`src/hdl/ept_pkg.sv`:
```
// Shared types, codes and constants for the epoch-pinned slot table.
// Used by every module in hdl/; depends on nothing else.
`default_nettype none

package ept_pkg;

    // Table geometry and field widths
    localparam int SLOTS     = 16;
    localparam int IDX_W     = 4;
    localparam int CNT_W     = 5;
    localparam int EPOCH_W   = 16;
    localparam int PIN_W     = 8;
    localparam int LEN_W     = 32;
    localparam int OFF_W     = 36;
    localparam int MODE_W    = 3;
    localparam int RF_W      = 3;
    localparam int CFG_IDX_W = 1;

    // Lifetime limits
    localparam logic [EPOCH_W-1:0] EPOCH_TOP = 16'hFFFF;
    localparam logic [PIN_W-1:0]   PIN_TOP   = 8'hFF;

    // Request codes
    localparam logic [MODE_W-1:0] MODE_RESERVE  = 3'd0;
    localparam logic [MODE_W-1:0] MODE_COMMIT   = 3'd1;
    localparam logic [MODE_W-1:0] MODE_ABORT    = 3'd2;
    localparam logic [MODE_W-1:0] MODE_BORROW   = 3'd3;
    localparam logic [MODE_W-1:0] MODE_GIVEBACK = 3'd4;
    localparam logic [MODE_W-1:0] MODE_RELEASE  = 3'd5;

    // Refusal codes
    localparam logic [RF_W-1:0] RF_NONE     = 3'd0;
    localparam logic [RF_W-1:0] RF_FULL     = 3'd1;
    localparam logic [RF_W-1:0] RF_LIFETIME = 3'd2;
    localparam logic [RF_W-1:0] RF_LENGTH   = 3'd3;
    localparam logic [RF_W-1:0] RF_PINS     = 3'd4;

    // Configuration register indexes and reset values
    localparam logic [CFG_IDX_W-1:0] CFG_SLOTS_IN_USE  = 1'b0;
    localparam logic [CFG_IDX_W-1:0] CFG_SLOT_CAPACITY = 1'b1;
    localparam logic [CNT_W-1:0]     SLOTS_IN_USE_RST  = 5'd16;
    localparam logic [LEN_W-1:0]     SLOT_CAPACITY_RST = 32'd4096;

    typedef enum logic [2:0] {
        PH_FREE      = 3'd0,
        PH_BUILDING  = 3'd1,
        PH_FROZEN    = 3'd2,
        PH_RETIRED   = 3'd3,
        PH_EXHAUSTED = 3'd4
    } t_phase;

    typedef struct packed {
        t_phase             phase;
        logic [EPOCH_W-1:0] epoch;
        logic [PIN_W-1:0]   pins;
        logic [LEN_W-1:0]   length;
    } t_slot;

    localparam t_slot SLOT_RESET = '{PH_FREE, EPOCH_W'(1), PIN_W'(0), LEN_W'(0)};

    typedef struct packed {
        logic             en;
        logic [IDX_W-1:0] addr;
        t_slot            entry;
    } t_store_wr;

    typedef struct packed {
        logic             start;
        logic [LEN_W-1:0] mcand;
        logic [IDX_W-1:0] mplier;
    } t_mul_req;

    typedef struct packed {
        logic             done;
        logic [OFF_W-1:0] product;
    } t_mul_rsp;

    typedef struct packed {
        logic               applied;
        logic [RF_W-1:0]    refusal;
        logic [IDX_W-1:0]   index;
        logic [EPOCH_W-1:0] epoch;
        logic [LEN_W-1:0]   view_length;
        logic [OFF_W-1:0]   data_offset;
    } t_result;

endpackage

`default_nettype wire

```
`src/hdl/ept_slot_store.sv`:
```
// Per-slot state registers (phase, epoch, pin count, length) with reset values.
// One read address and one write port; depends on ept_pkg.
`default_nettype none

module ept_slot_store (
    input  wire logic               i_clk,
    input  wire logic               i_rst_n,
    input  wire ept_pkg::t_store_wr i_wr,
    input  wire logic [ept_pkg::IDX_W-1:0] i_rd_addr,
    output ept_pkg::t_slot          o_rd_data
);
    import ept_pkg::*;

    t_slot r_slots [SLOTS];

    // Clear all slots on reset, else write one entry
    always_ff @(posedge i_clk) begin
        if (!i_rst_n) begin
            for (int k = 0; k < SLOTS; k++) begin
                r_slots[k] <= SLOT_RESET;
            end
        end else if (i_wr.en) begin
            r_slots[i_wr.addr] <= i_wr.entry;
        end
    end

    assign o_rd_data = r_slots[i_rd_addr];

endmodule

`default_nettype wire

```
`src/hdl/ept_mul.sv`:
```
// Shift-add multiplier: slot index times slot capacity, one index bit per cycle.
// Depends on ept_pkg.
`default_nettype none

module ept_mul (
    input  wire logic              i_clk,
    input  wire logic              i_rst_n,
    input  wire ept_pkg::t_mul_req i_req,
    output ept_pkg::t_mul_rsp      o_rsp
);
    import ept_pkg::*;

    localparam int STEP_W = $clog2(IDX_W + 1);

    logic [OFF_W-1:0]  r_acc;
    logic [OFF_W-1:0]  r_mcand;
    logic [IDX_W-1:0]  r_mplier;
    logic [STEP_W-1:0] r_step;
    logic              r_busy;
    logic              r_done;

    // Load operands, then add the shifted multiplicand for each set index bit
    always_ff @(posedge i_clk) begin
        if (!i_rst_n) begin
            r_busy <= 1'b0;
            r_done <= 1'b0;
            r_step <= '0;
        end else begin
            r_done <= 1'b0;
            if (i_req.start) begin
                r_acc    <= '0;
                r_mcand  <= OFF_W'(i_req.mcand);
                r_mplier <= i_req.mplier;
                r_step   <= '0;
                r_busy   <= 1'b1;
            end else if (r_busy) begin
                if (r_mplier[0]) begin
                    r_acc <= r_acc + r_mcand;
                end
                r_mcand  <= r_mcand << 1;
                r_mplier <= r_mplier >> 1;
                if (r_step == STEP_W'(IDX_W - 1)) begin
                    r_busy <= 1'b0;
                    r_done <= 1'b1;
                    r_step <= '0;
                end else begin
                    r_step <= r_step + 1'b1;
                end
            end
        end
    end

    assign o_rsp.done    = r_done;
    assign o_rsp.product = r_acc;

endmodule

`default_nettype wire

```
`src/hdl/ept_ctrl.sv`:
```
// Request sequencer: slot scan for reserve, lifetime checks, slot updates and
// the output register. Depends on ept_pkg; drives ept_slot_store and ept_mul.
`default_nettype none

module ept_ctrl (
    input  wire logic                        i_clk,
    input  wire logic                        i_rst_n,
    input  wire logic                        i_in_valid,
    output logic                             o_in_stall,
    input  wire logic [ept_pkg::MODE_W-1:0]  i_mode,
    input  wire logic [ept_pkg::IDX_W-1:0]   i_slot_index,
    input  wire logic [ept_pkg::EPOCH_W-1:0] i_handle_epoch,
    input  wire logic [ept_pkg::LEN_W-1:0]   i_length,
    input  wire logic [ept_pkg::CNT_W-1:0]   i_active,
    input  wire logic [ept_pkg::LEN_W-1:0]   i_capacity,
    output logic [ept_pkg::IDX_W-1:0]        o_rd_addr,
    input  wire ept_pkg::t_slot              i_rd_data,
    output ept_pkg::t_store_wr               o_wr,
    output ept_pkg::t_mul_req                o_mul_req,
    input  wire ept_pkg::t_mul_rsp           i_mul_rsp,
    output logic                             o_out_valid,
    input  wire logic                        i_out_stall,
    output ept_pkg::t_result                 o_out
);
    import ept_pkg::*;

    typedef enum logic [2:0] {
        S_IDLE,
        S_SCAN,
        S_EXEC,
        S_MUL,
        S_DONE
    } t_state;

    t_state              r_state, n_state;
    logic [MODE_W-1:0]   r_mode;
    logic [IDX_W-1:0]    r_idx;
    logic [EPOCH_W-1:0]  r_ep;
    logic [LEN_W-1:0]    r_len;
    logic [CNT_W-1:0]    r_ptr, n_ptr;
    t_result             r_res, n_res;
    t_result             r_out, n_out;
    logic                r_out_valid, n_out_valid;

    logic                ep_match;
    logic                cur_view;
    logic                ret_view;
    logic                exh_view;
    logic [PIN_W-1:0]    pins_dec;
    t_phase              want_phase;
    t_slot               upd;

    function automatic t_result f_refuse(input logic [RF_W-1:0] rf);
        t_result res;
        res         = '0;
        res.refusal = rf;
        return res;
    endfunction

    function automatic t_result f_grant(input logic [IDX_W-1:0] idx,
                                        input logic [EPOCH_W-1:0] ep,
                                        input logic [LEN_W-1:0] vlen);
        t_result res;
        res             = '0;
        res.applied     = 1'b1;
        res.index       = idx;
        res.epoch       = ep;
        res.view_length = vlen;
        return res;
    endfunction

    // Lifetime checks against the entry of the named slot
    always_comb begin
        ep_match   = (i_rd_data.epoch == r_ep);
        cur_view   = (i_rd_data.phase == PH_FROZEN) && ep_match;
        ret_view   = (i_rd_data.phase == PH_RETIRED) && (r_ep != EPOCH_TOP) &&
                     (({1'b0, r_ep} + 17'd1) == {1'b0, i_rd_data.epoch});
        exh_view   = (i_rd_data.phase == PH_EXHAUSTED) && ep_match;
        pins_dec   = i_rd_data.pins - 1'b1;
        want_phase = (r_mode == MODE_ABORT) ? PH_BUILDING : PH_FROZEN;
    end

    // Next-state and slot update logic
    always_comb begin
        n_state     = r_state;
        n_ptr       = r_ptr;
        n_res       = r_res;
        n_out       = r_out;
        n_out_valid = r_out_valid;
        o_rd_addr   = r_idx;
        o_wr        = '0;
        o_mul_req   = '0;
        upd         = i_rd_data;

        // Drop the held transaction once it is taken
        if (r_out_valid && !i_out_stall) begin
            n_out_valid = 1'b0;
        end

        unique case (r_state)
            S_IDLE: begin
                if (i_in_valid) begin
                    n_state = (i_mode == MODE_RESERVE) ? S_SCAN : S_EXEC;
                    n_ptr   = '0;
                end
            end

            // Walk the active slots for the lowest free one
            S_SCAN: begin
                o_rd_addr = r_ptr[IDX_W-1:0];
                if (r_ptr >= i_active) begin
                    n_res   = f_refuse(RF_FULL);
                    n_state = S_DONE;
                end else if (i_rd_data.phase == PH_FREE) begin
                    upd.phase        = PH_BUILDING;
                    upd.length       = '0;
                    o_wr.en          = 1'b1;
                    o_wr.addr        = r_ptr[IDX_W-1:0];
                    o_wr.entry       = upd;
                    n_res            = f_grant(r_ptr[IDX_W-1:0], i_rd_data.epoch, '0);
                    o_mul_req.start  = 1'b1;
                    o_mul_req.mcand  = i_capacity;
                    o_mul_req.mplier = r_ptr[IDX_W-1:0];
                    n_state          = S_MUL;
                end else begin
                    n_ptr = r_ptr + 1'b1;
                end
            end

            // Apply one request to the named slot
            S_EXEC: begin
                n_res   = f_refuse(RF_LIFETIME);
                n_state = S_DONE;
                if ((r_mode <= MODE_RELEASE) && ({1'b0, r_idx} < i_active)) begin
                    unique case (r_mode) inside
                        MODE_COMMIT: begin
                            if ((i_rd_data.phase == PH_BUILDING) && ep_match) begin
                                if ((r_len == '0) || (r_len > i_capacity)) begin
                                    n_res = f_refuse(RF_LENGTH);
                                end else begin
                                    upd.phase  = PH_FROZEN;
                                    upd.length = r_len;
                                    o_wr.en    = 1'b1;
                                    o_wr.addr  = r_idx;
                                    o_wr.entry = upd;
                                    n_res      = f_grant(r_idx, r_ep, '0);
                                end
                            end
                        end
                        MODE_ABORT, MODE_RELEASE: begin
                            if ((i_rd_data.phase == want_phase) && ep_match) begin
                                if (i_rd_data.epoch >= EPOCH_TOP) begin
                                    upd.phase = PH_EXHAUSTED;
                                end else begin
                                    upd.epoch = i_rd_data.epoch + 1'b1;
                                    upd.phase = (i_rd_data.pins == '0) ? PH_FREE : PH_RETIRED;
                                end
                                if (i_rd_data.pins == '0) begin
                                    upd.length = '0;
                                end
                                o_wr.en    = 1'b1;
                                o_wr.addr  = r_idx;
                                o_wr.entry = upd;
                                n_res      = f_grant('0, '0, '0);
                            end
                        end
                        MODE_BORROW: begin
                            if (cur_view) begin
                                if (i_rd_data.pins >= PIN_TOP) begin
                                    n_res = f_refuse(RF_PINS);
                                end else begin
                                    upd.pins         = i_rd_data.pins + 1'b1;
                                    o_wr.en          = 1'b1;
                                    o_wr.addr        = r_idx;
                                    o_wr.entry       = upd;
                                    n_res            = f_grant(r_idx, r_ep, i_rd_data.length);
                                    o_mul_req.start  = 1'b1;
                                    o_mul_req.mcand  = i_capacity;
                                    o_mul_req.mplier = r_idx;
                                    n_state          = S_MUL;
                                end
                            end
                        end
                        MODE_GIVEBACK: begin
                            if ((r_ep != '0) && (i_rd_data.pins != '0) &&
                                (cur_view || ret_view || exh_view)) begin
                                upd.pins = pins_dec;
                                if (pins_dec == '0) begin
                                    if (i_rd_data.phase == PH_RETIRED) begin
                                        upd.phase  = PH_FREE;
                                        upd.length = '0;
                                    end
                                    if (i_rd_data.phase == PH_EXHAUSTED) begin
                                        upd.length = '0;
                                    end
                                end
                                o_wr.en    = 1'b1;
                                o_wr.addr  = r_idx;
                                o_wr.entry = upd;
                                n_res      = f_grant('0, '0, '0);
                            end
                        end
                        default: ;
                    endcase
                end
            end

            // Wait for the byte offset
            S_MUL: begin
                if (i_mul_rsp.done) begin
                    n_res.data_offset = i_mul_rsp.product;
                    n_state           = S_DONE;
                end
            end

            // Hand the result to the output register when it is free
            S_DONE: begin
                if (!r_out_valid || !i_out_stall) begin
                    n_out       = r_res;
                    n_out_valid = 1'b1;
                    n_state     = S_IDLE;
                end
            end

            default: n_state = S_IDLE;
        endcase
    end

    // State, captured request and output register
    always_ff @(posedge i_clk) begin
        if (!i_rst_n) begin
            r_state     <= S_IDLE;
            r_out_valid <= 1'b0;
            r_ptr       <= '0;
        end else begin
            r_state     <= n_state;
            r_out_valid <= n_out_valid;
            r_ptr       <= n_ptr;
        end
        if (r_state == S_IDLE && i_in_valid) begin
            r_mode <= i_mode;
            r_idx  <= i_slot_index;
            r_ep   <= i_handle_epoch;
            r_len  <= i_length;
        end
        r_res <= n_res;
        r_out <= n_out;
    end

    assign o_in_stall  = (r_state != S_IDLE);
    assign o_out_valid = r_out_valid;
    assign o_out       = r_out;

endmodule

`default_nettype wire

```
`src/hdl/epoch_pinned_slot_table.sv`:
```
// Epoch-pinned slot table: sixteen buffer slots, each with a phase, an epoch, a pin
// count and a length, serving reserve, commit, abort, borrow, give back and release
// requests one transaction at a time. The input side stalls while a request is worked;
// a finished result sits in an output register, so the next request is taken while it
// waits. Reserve scans one slot per cycle from slot 0 and then forms the byte offset
// with a 4-step shift-add multiplier. Borrow goes through the same multiplier; commit,
// abort, release and give back do not. Configuration writes are accepted at any time
// and must come only while the block is idle.
// Depends on ept_pkg, ept_slot_store, ept_mul and ept_ctrl.
`default_nettype none

module epoch_pinned_slot_table (
    input  wire logic                            i_clk,
    input  wire logic                            i_rst_n,
    // Request channel
    input  wire logic                            i_in_valid,
    output logic                                 o_in_stall,
    input  wire logic [ept_pkg::MODE_W-1:0]      i_mode,
    input  wire logic [ept_pkg::IDX_W-1:0]       i_slot_index,
    input  wire logic [ept_pkg::EPOCH_W-1:0]     i_handle_epoch,
    input  wire logic [ept_pkg::LEN_W-1:0]       i_length,
    // Result channel
    output logic                                 o_out_valid,
    input  wire logic                            i_out_stall,
    output logic                                 o_applied,
    output logic [ept_pkg::RF_W-1:0]             o_refusal,
    output logic [ept_pkg::IDX_W-1:0]            o_out_index,
    output logic [ept_pkg::EPOCH_W-1:0]          o_out_epoch,
    output logic [ept_pkg::LEN_W-1:0]            o_view_length,
    output logic [ept_pkg::OFF_W-1:0]            o_data_offset,
    // Configuration write channel
    input  wire logic                            i_cfg_valid,
    output logic                                 o_cfg_ready,
    input  wire logic [ept_pkg::CFG_IDX_W-1:0]   i_cfg_index,
    input  wire logic [ept_pkg::LEN_W-1:0]       i_cfg_data
);
    import ept_pkg::*;

    logic [CNT_W-1:0] r_slots_in_use;
    logic [LEN_W-1:0] r_slot_capacity;
    logic [CNT_W-1:0] active_slots;
    logic [IDX_W-1:0] rd_addr;
    t_slot            rd_data;
    t_store_wr        store_wr;
    t_mul_req         mul_req;
    t_mul_rsp         mul_rsp;
    t_result          result;

    // Configuration registers
    always_ff @(posedge i_clk) begin
        if (!i_rst_n) begin
            r_slots_in_use  <= SLOTS_IN_USE_RST;
            r_slot_capacity <= SLOT_CAPACITY_RST;
        end else if (i_cfg_valid) begin
            unique case (i_cfg_index)
                CFG_SLOTS_IN_USE:  r_slots_in_use  <= i_cfg_data[CNT_W-1:0];
                CFG_SLOT_CAPACITY: r_slot_capacity <= i_cfg_data;
                default: ;
            endcase
        end
    end

    assign o_cfg_ready = 1'b1;

    // Clamp the active slot count to the table size
    assign active_slots = (r_slots_in_use > CNT_W'(SLOTS)) ? CNT_W'(SLOTS) : r_slots_in_use;

    ept_slot_store u_store (
        .i_clk     (i_clk),
        .i_rst_n   (i_rst_n),
        .i_wr      (store_wr),
        .i_rd_addr (rd_addr),
        .o_rd_data (rd_data)
    );

    ept_mul u_mul (
        .i_clk   (i_clk),
        .i_rst_n (i_rst_n),
        .i_req   (mul_req),
        .o_rsp   (mul_rsp)
    );

    ept_ctrl u_ctrl (
        .i_clk          (i_clk),
        .i_rst_n        (i_rst_n),
        .i_in_valid     (i_in_valid),
        .o_in_stall     (o_in_stall),
        .i_mode         (i_mode),
        .i_slot_index   (i_slot_index),
        .i_handle_epoch (i_handle_epoch),
        .i_length       (i_length),
        .i_active       (active_slots),
        .i_capacity     (r_slot_capacity),
        .o_rd_addr      (rd_addr),
        .i_rd_data      (rd_data),
        .o_wr           (store_wr),
        .o_mul_req      (mul_req),
        .i_mul_rsp      (mul_rsp),
        .o_out_valid    (o_out_valid),
        .i_out_stall    (i_out_stall),
        .o_out          (result)
    );

    assign o_applied     = result.applied;
    assign o_refusal     = result.refusal;
    assign o_out_index   = result.index;
    assign o_out_epoch   = result.epoch;
    assign o_view_length = result.view_length;
    assign o_data_offset = result.data_offset;

endmodule

`default_nettype wire

```
`config.mk`:
```
export PLATFORM = sky130hd
export DESIGN_NAME = epoch_pinned_slot_table
export DESIGN_NICKNAME = d
export VERILOG_FILES = /design/src/hdl/ept_pkg.sv /design/src/hdl/ept_slot_store.sv /design/src/hdl/ept_mul.sv /design/src/hdl/ept_ctrl.sv /design/src/hdl/epoch_pinned_slot_table.sv
export SDC_FILE = /design/constraint.sdc
export NUM_CORES = 2
export LEC_CHECK = 0
export BUFFER_PORTS_ARGS = -buffer_cell sky130_fd_sc_hd__buf_2
export CORE_AREA = 4 4 320 322
export CTS_BUF_LIST = sky130_fd_sc_hd__clkbuf_4 sky130_fd_sc_hd__clkbuf_8
export CTS_CLUSTER_SIZE = 8
export DETAILED_ROUTE_END_ITERATION = 10
export DIE_AREA = 0 0 324 326
export GPL_TIMING_DRIVEN = 0
export PLACE_DENSITY_LB_ADDON = 0.15
export SETUP_SLACK_MARGIN = 0.15
export SLEW_MARGIN = 25
export SYNTH_ARGS = -nofsm -noshare
export SYNTH_HDL_FRONTEND = slang
export SYNTH_SLANG_ARGS = --single-unit
```
`constraint.sdc`:
```
create_clock -name i_clk -period 13.5 [get_ports i_clk]
set_input_delay 4.05 -clock i_clk [delete_from_list [all_inputs] [get_ports i_clk]]
set_output_delay 4.05 -clock i_clk [all_outputs]
set_load 0.01 [all_outputs]
```
# Word level (Yosys, flattened, before mapping)
# Memory sizes are Yosys's and may differ from the RTL's.
# Cells that the tools add are included.
word_totals:
  ramBits: 944
  wordCells: 193
  mem_count: 1
  input_bits: 93
  regBits: 366
  out_inout_bits: 95
memory_table:
  columns: ["name", "depth", "width", "rd", "rd_ports_with_merged_regs", "write_ports", "line_no", "rtl"]
  rows:
  - ["u_store.r_slots", 16, 59, 1, 0, 16, "ept_slot_store.sv:14", "t_slot r_slots [SLOTS];"]
op_classes:
  reduce_logical: 44
  muxes: 79
  magnitude_cmp: 7
  eq_ne: 24
  bitwise: 3
  addsub: 7
op_table:
  columns: ["op", "n"]
  rows:
  - ["$mux W92", 9]
  - ["$mux W64", 9]
  - ["$pmux W92 S4", 1]
  - ["$pmux W64 S4", 1]
  - ["$mux W37", 6]
  - ["$mux W32", 5]
  - ["$mux W36", 4]
  - ["$pmux W64 S2", 1]
  - ["$pmux W56 S2", 1]
  - ["$pmux W36 S3", 1]
  - ["$pmux W37 S2", 1]
  - ["$mux W59", 1]
  - ["$reduce_or A59 Y1", 1]
  - ["$mux W3", 13]
  - ["$add A36 B36 Y36", 1]
  - ["$gt A32 B32 Y1", 1]
  - ["$logic_not A32 Y1", 1]
  - ["$eq A3 B2 Y1 const B", 7]
  - ["$mux W5", 4]
  - ["$add A16 B1 Y17 const B", 1]
  - ["$eq A17 B16 Y1", 1]
  - ["$add A16 B1 Y16 const B", 1]
  - ["$eq A16 B16 Y1", 1]
  - ["$ge A16 B16 Y1 const B", 1]
  - ["37 further kinds", 91]

# Depth between registers and ports, before layout
# An unclocked memory read counts as a cell.
depth:
  word_depth: 18
  ltp_mapped: 27
  ltp_nobuf: 18

# Cells and area by module
# Synthesis repeated with hierarchy kept, for this count alone.
unflattened:
  cells_unflattened: 4257
  hier_area_um2: 61046.0
by_module_without_submodules:
  columns: ["mod", "cells_per_inst", "area_per_inst_um2", "instances", "seq_area_each_um2"]
  rows:
  - ["ept_slot_store", 2584, 41967.8, 1, 28347.2]
  - ["ept_ctrl", 1043, 12379.4, 1, 7357.1]
  - ["ept_mul", 458, 5208.7, 1, 2382.3]
  - ["epoch_pinned_slot_table", 172, 1490.2, 1, 740.7]

# Least setup slack after synthesis
# OpenSTA, ideal clock, no wires.
synth_path:
  path_type: "register -> register"
  start: "register u_ctrl.r_ptr[0]"
  end: "memory u_store.r_slots[2][0] (netlist bit) (enable)"
  arrival_time_ns: 9.001
  synth_period_minus_slack_ns: 9.558
  required_time_ns: 12.943
  stages_incl_launch_ff: 23
  path_slack_ns: 3.942
  path_buffers: 8
  setup_ns: 0.557
  path_cell_list: "dfxtp_1 -> clkbuf_1 -> nor4bb_1 -> buf_2 -> a21o_1 -> buf_2 -> buf_4 -> buf_2 -> clkbuf_1 -> clkbuf_1 -> nand2_1 -> nand3_1 -> nand3_1 -> a31oi_1 -> ha_1 -> nand2_1 -> or3_1 -> o21ai_1 -> a211oi_4 -> o31ai_2 -> o22ai_1 -> buf_2 -> o21ai_0"
synth_lines:
  columns: ["item", "line_no", "rtl"]
  rows:
  - ["start, declared", "ept_ctrl.sv:40", "logic [CNT_W-1:0] r_ptr, n_ptr;"]
  - ["start signal, assigned", "ept_ctrl.sv:238", "r_ptr <= n_ptr;"]
  - ["end, declared", "ept_slot_store.sv:14", null]

==> qor.csv <==
metric,value,unit
status,"finished, final reports clean",
hold buffer count at CTS,0,
worst hold path depth,0,
r2r startpoint,u_ctrl.r_ptr[0],
Setup crit start kind,register,
initial antenna violation count,10,
final hold viol count,0,
worst-skew pair later-pin latency,0.92,ns
R2R Setup Slk,2.90,ns
via count,50600,
Initial Util,64.7,%
mux cell area share after synthesis,8.94,%
Post-CTS Setup Repair Bufs,0,
Final setup viols,0,
RR Endpoint,u_store.r_slots[5][13],
Peak VDD IR,0.000120,V
WL/cell,28.3,um
largest net degree at the start of global routing,44,
Die Y,326,um
hold wc startpoint,u_ctrl.r_res[88],
routed vias/inst,6.57,
Reg2Reg Depth,27,
CTS root buf,clkbuf_8,
final worst-path cycle share,78.5,%
clock sink count,1310,
H-tree depth,4,
Compound-Gate Fraction of Synth Area,6.95,%
Clock transition at path regs,0.08,ns
post-CTS resize count,0,
YS warnings,0,
Synth cell types,100,
asr flop ratio synth,0,%
wl on met1,78700,um
DR top layer,met5,
GRT overflow,0,
metal2 WL,91700,um
Mapped Avg Cell Area,11.1,um^2
cell taking the most area after synthesis,edfxtp_1,
slew margin rel.,10.0,%
crit path DAT,11.17,ns
Adder-Cell Fraction of Synth Area,1.64,%
Reg power frac,47.5,%
WP data required,14.07,ns
drt total wl,218000,um
layout cells sized above 1,12.6,%
CORE AREA,0.0996,mm^2
Setup Crit Path Kind,reg2reg,
Clk pwr share,32.4,%
top post-synthesis cells by area,"edfxtp_1, mux2i_1, nor2_1",
f_max,0.0944,GHz
sw frac,31.0,%
CTS tree,yes,
unrepaired setup endpoints after global routing,false,
Final #Nets,6417,
post-synthesis register bit count,1310,
total power,10.1,mW
first-pass GRT wire length,310000,um
Hold Crit Class,reg2reg,
post-synth top area share,58.7,%
number of global-route vias before repair,47400,
most frequent cells in the layout,"edfxtp_1, nor2_1, nand2_1",
RePlAce Congestion,0.980,
Post-Synth Simple-Gate Area,17.7,%
"Min Clock Period, post-route",10.60,ns
fin. max-slew vios,0,
Comb power frac,20.1,%
ANT nets after route,0,
worst-path fanout max,35,
cell mode on critical path,buf_2,
P_sw,3.13,mW
Rows,116,
Synth Cell Area,0.0644,mm^2
utilization after layout,72.3,%
max cap viols,0,
post-synthesis xor/xnor area fraction,0.829,%
Layout area overhead,11.8,%
dominant synthesized flop cell,edfxtp_1,
Hold Path Sink,u_ctrl.o_out[88],
Worst-Margin Slew,1.35,ns
total track usage,40.6,%
largest family of logic cells by synthesized area,simple AND/OR/NAND/NOR gates,
DRT Pass-1 Iters,7,
initial detailed-routing violation count,7789,
Critical Path Max Stage Delay,0.93,ns
Die X,324,um
DRC,0,
Syn Inst Count,5801,
I/O Buffers,186,
Post-synth EDFFs,1259,
WL met3,35900,um
Ports,188,
Leak,26.1,nW
Post-DP HPWL,157000,um
"most common cell after layout, fill and taps aside",edfxtp_1,
Clock Path Buffers,3,
PD cells,140,mW/mm^2
internal power,6.96,mW
CTS buffer count,206,
DIE AREA,0.106,mm^2
net count after synthesis,5978,
fillcell total,7150,
clk_skew,0.0541,ns
"Slowest-stage cell, CP",a21oi_1,
crit end category,register,
post-synthesis sequential area ratio,60.3,%
==> registers in the layout, indices dropped and copies added (netlist names), 3 cells and up <==
signal           flops
u_mul.r_mcand       36
u_mul.r_acc         36
u_mul.r_step         3
u_ctrl.r_state       3
u_store.r_slots    944
u_ctrl.r_res        92
r_slot_capacity     32
u_ctrl.r_len        32
u_ctrl.r_idx         4
u_ctrl.r_ptr         5
u_mul.r_mplier       4
u_ctrl.r_ep         16
u_ctrl.o_out        92
r_slots_in_use       5
u_ctrl.r_mode        3
==> routing by layer <==
layer | up-vias | GRT usage [%]
met2 | 3922 | 58.0
met1 | 24100 | 55.1
met3 | 751 | 16.0
li1 | 21800 | -
met5 | - | 0
met4 | 6 | 18.0
==> layout make-up <==
type / count / area [um^2] / area share (%)
repair buffers: 231 / 1750 / 2.43
multi-input cells: 3927 / 23600 / 32.7
inverters: 104 / 390 / 0.542
plain buffers: 460 / 1970 / 2.73
clock inverters: 66 / 350 / 0.486
diodes: 9 / 22.5 / 0.0313
well taps: 1298 / 1620 / 2.26
clock buffers: 293 / 3520 / 4.89
flip-flops and latches: 1310 / 38800 / 53.9
==> power by group through the flow <==
stage / clock, mW / sequential (mW) / combinational [mW]
2_1_floorplan: 0 / 4.86 / 1.15
3_3_place_gp: 0 / 4.90 / 1.83
3_5_place_dp: 0 / 4.87 / 1.91
4_1_cts: 3.25 / 4.79 / 1.92
5_1_grt: 3.44 / 4.81 / 2.11
6_report: 3.26 / 4.79 / 2.03
==> stage by stage <==
step | cells | hold slack (ns) | TNS [ns] | setup WS (ns) | instance area (um^2)
after detailed placement | 7329 | 0.405 | 0 | 3.34 | 68000
final | 7698 | 0.410 | 0 | 2.90 | 72000
after global routing | 7692 | 0.418 | 0 | 2.77 | 72000
after global placement | 7285 | 0.400 | -309.78 | -2.89 | 67000
after CTS | 7688 | 0.404 | 0 | 3.30 | 71900
after floorplan | 5801 | 0.400 | 0 | 3.94 | 64400
==> worst max-delay path by stage <==
stage               slack (ns)             from                      to
global route              2.77  u_ctrl.r_ptr[0]   u_store.r_slots[5][6]
detailed placement        3.34  u_ctrl.r_ptr[0]   u_store.r_slots[1][7]
floorplan                 3.94  u_ctrl.r_ptr[0]   u_store.r_slots[2][0]
CTS                       3.30  u_ctrl.r_ptr[0]   u_store.r_slots[1][8]
finish                    2.90  u_ctrl.r_ptr[0]  u_store.r_slots[5][13]
global placement         -2.89  u_ctrl.r_ptr[0]   u_store.r_slots[2][7]
==> worst max-delay path: cells and delay by family (launching register included) <==
kind                     cells  cell delay [ns]
buffers and inverters       12             4.22
AND/OR/NAND/NOR              9             3.01
AO/OA/AOI/OAI                5             2.30
flip-flops                   1             0.34
adder cells (fa/ha/maj)      1             0.25
==> Yosys cell counts (42+ instances only) <==
cell type	number
and2_1	85
edfxtp_1	1259
clkbuf_1	296
buf_2	95
a21oi_1	74
a31oi_1	49
nor2b_1	42
a211oi_1	75
mux2i_1	551
nor2_1	893
dfxtp_1	51
inv_1	104
buf_1	46
nor3_1	168
nand3_1	395
and3_1	66
o21ai_0	111
nand2_1	796
ha_1	83
==> kinds of logic (layout without fill, tap and decap cells) <==
| kind of cell | count (synthesis) | count (layout) |
|---|---|---|
| AND/OR/NAND/NOR | 2592 | 2592 |
| flip-flops | 1310 | 1310 |
| AO/OA/AOI/OAI | 619 | 619 |
| multiplexers | 570 | 570 |
| buffers and inverters | 564 | 1154 |
| adder cells (fa/ha/maj) | 84 | 84 |
| XOR/XNOR | 61 | 61 |
| other | 1 | 10 |
Power figures use the tool's default switching activity.
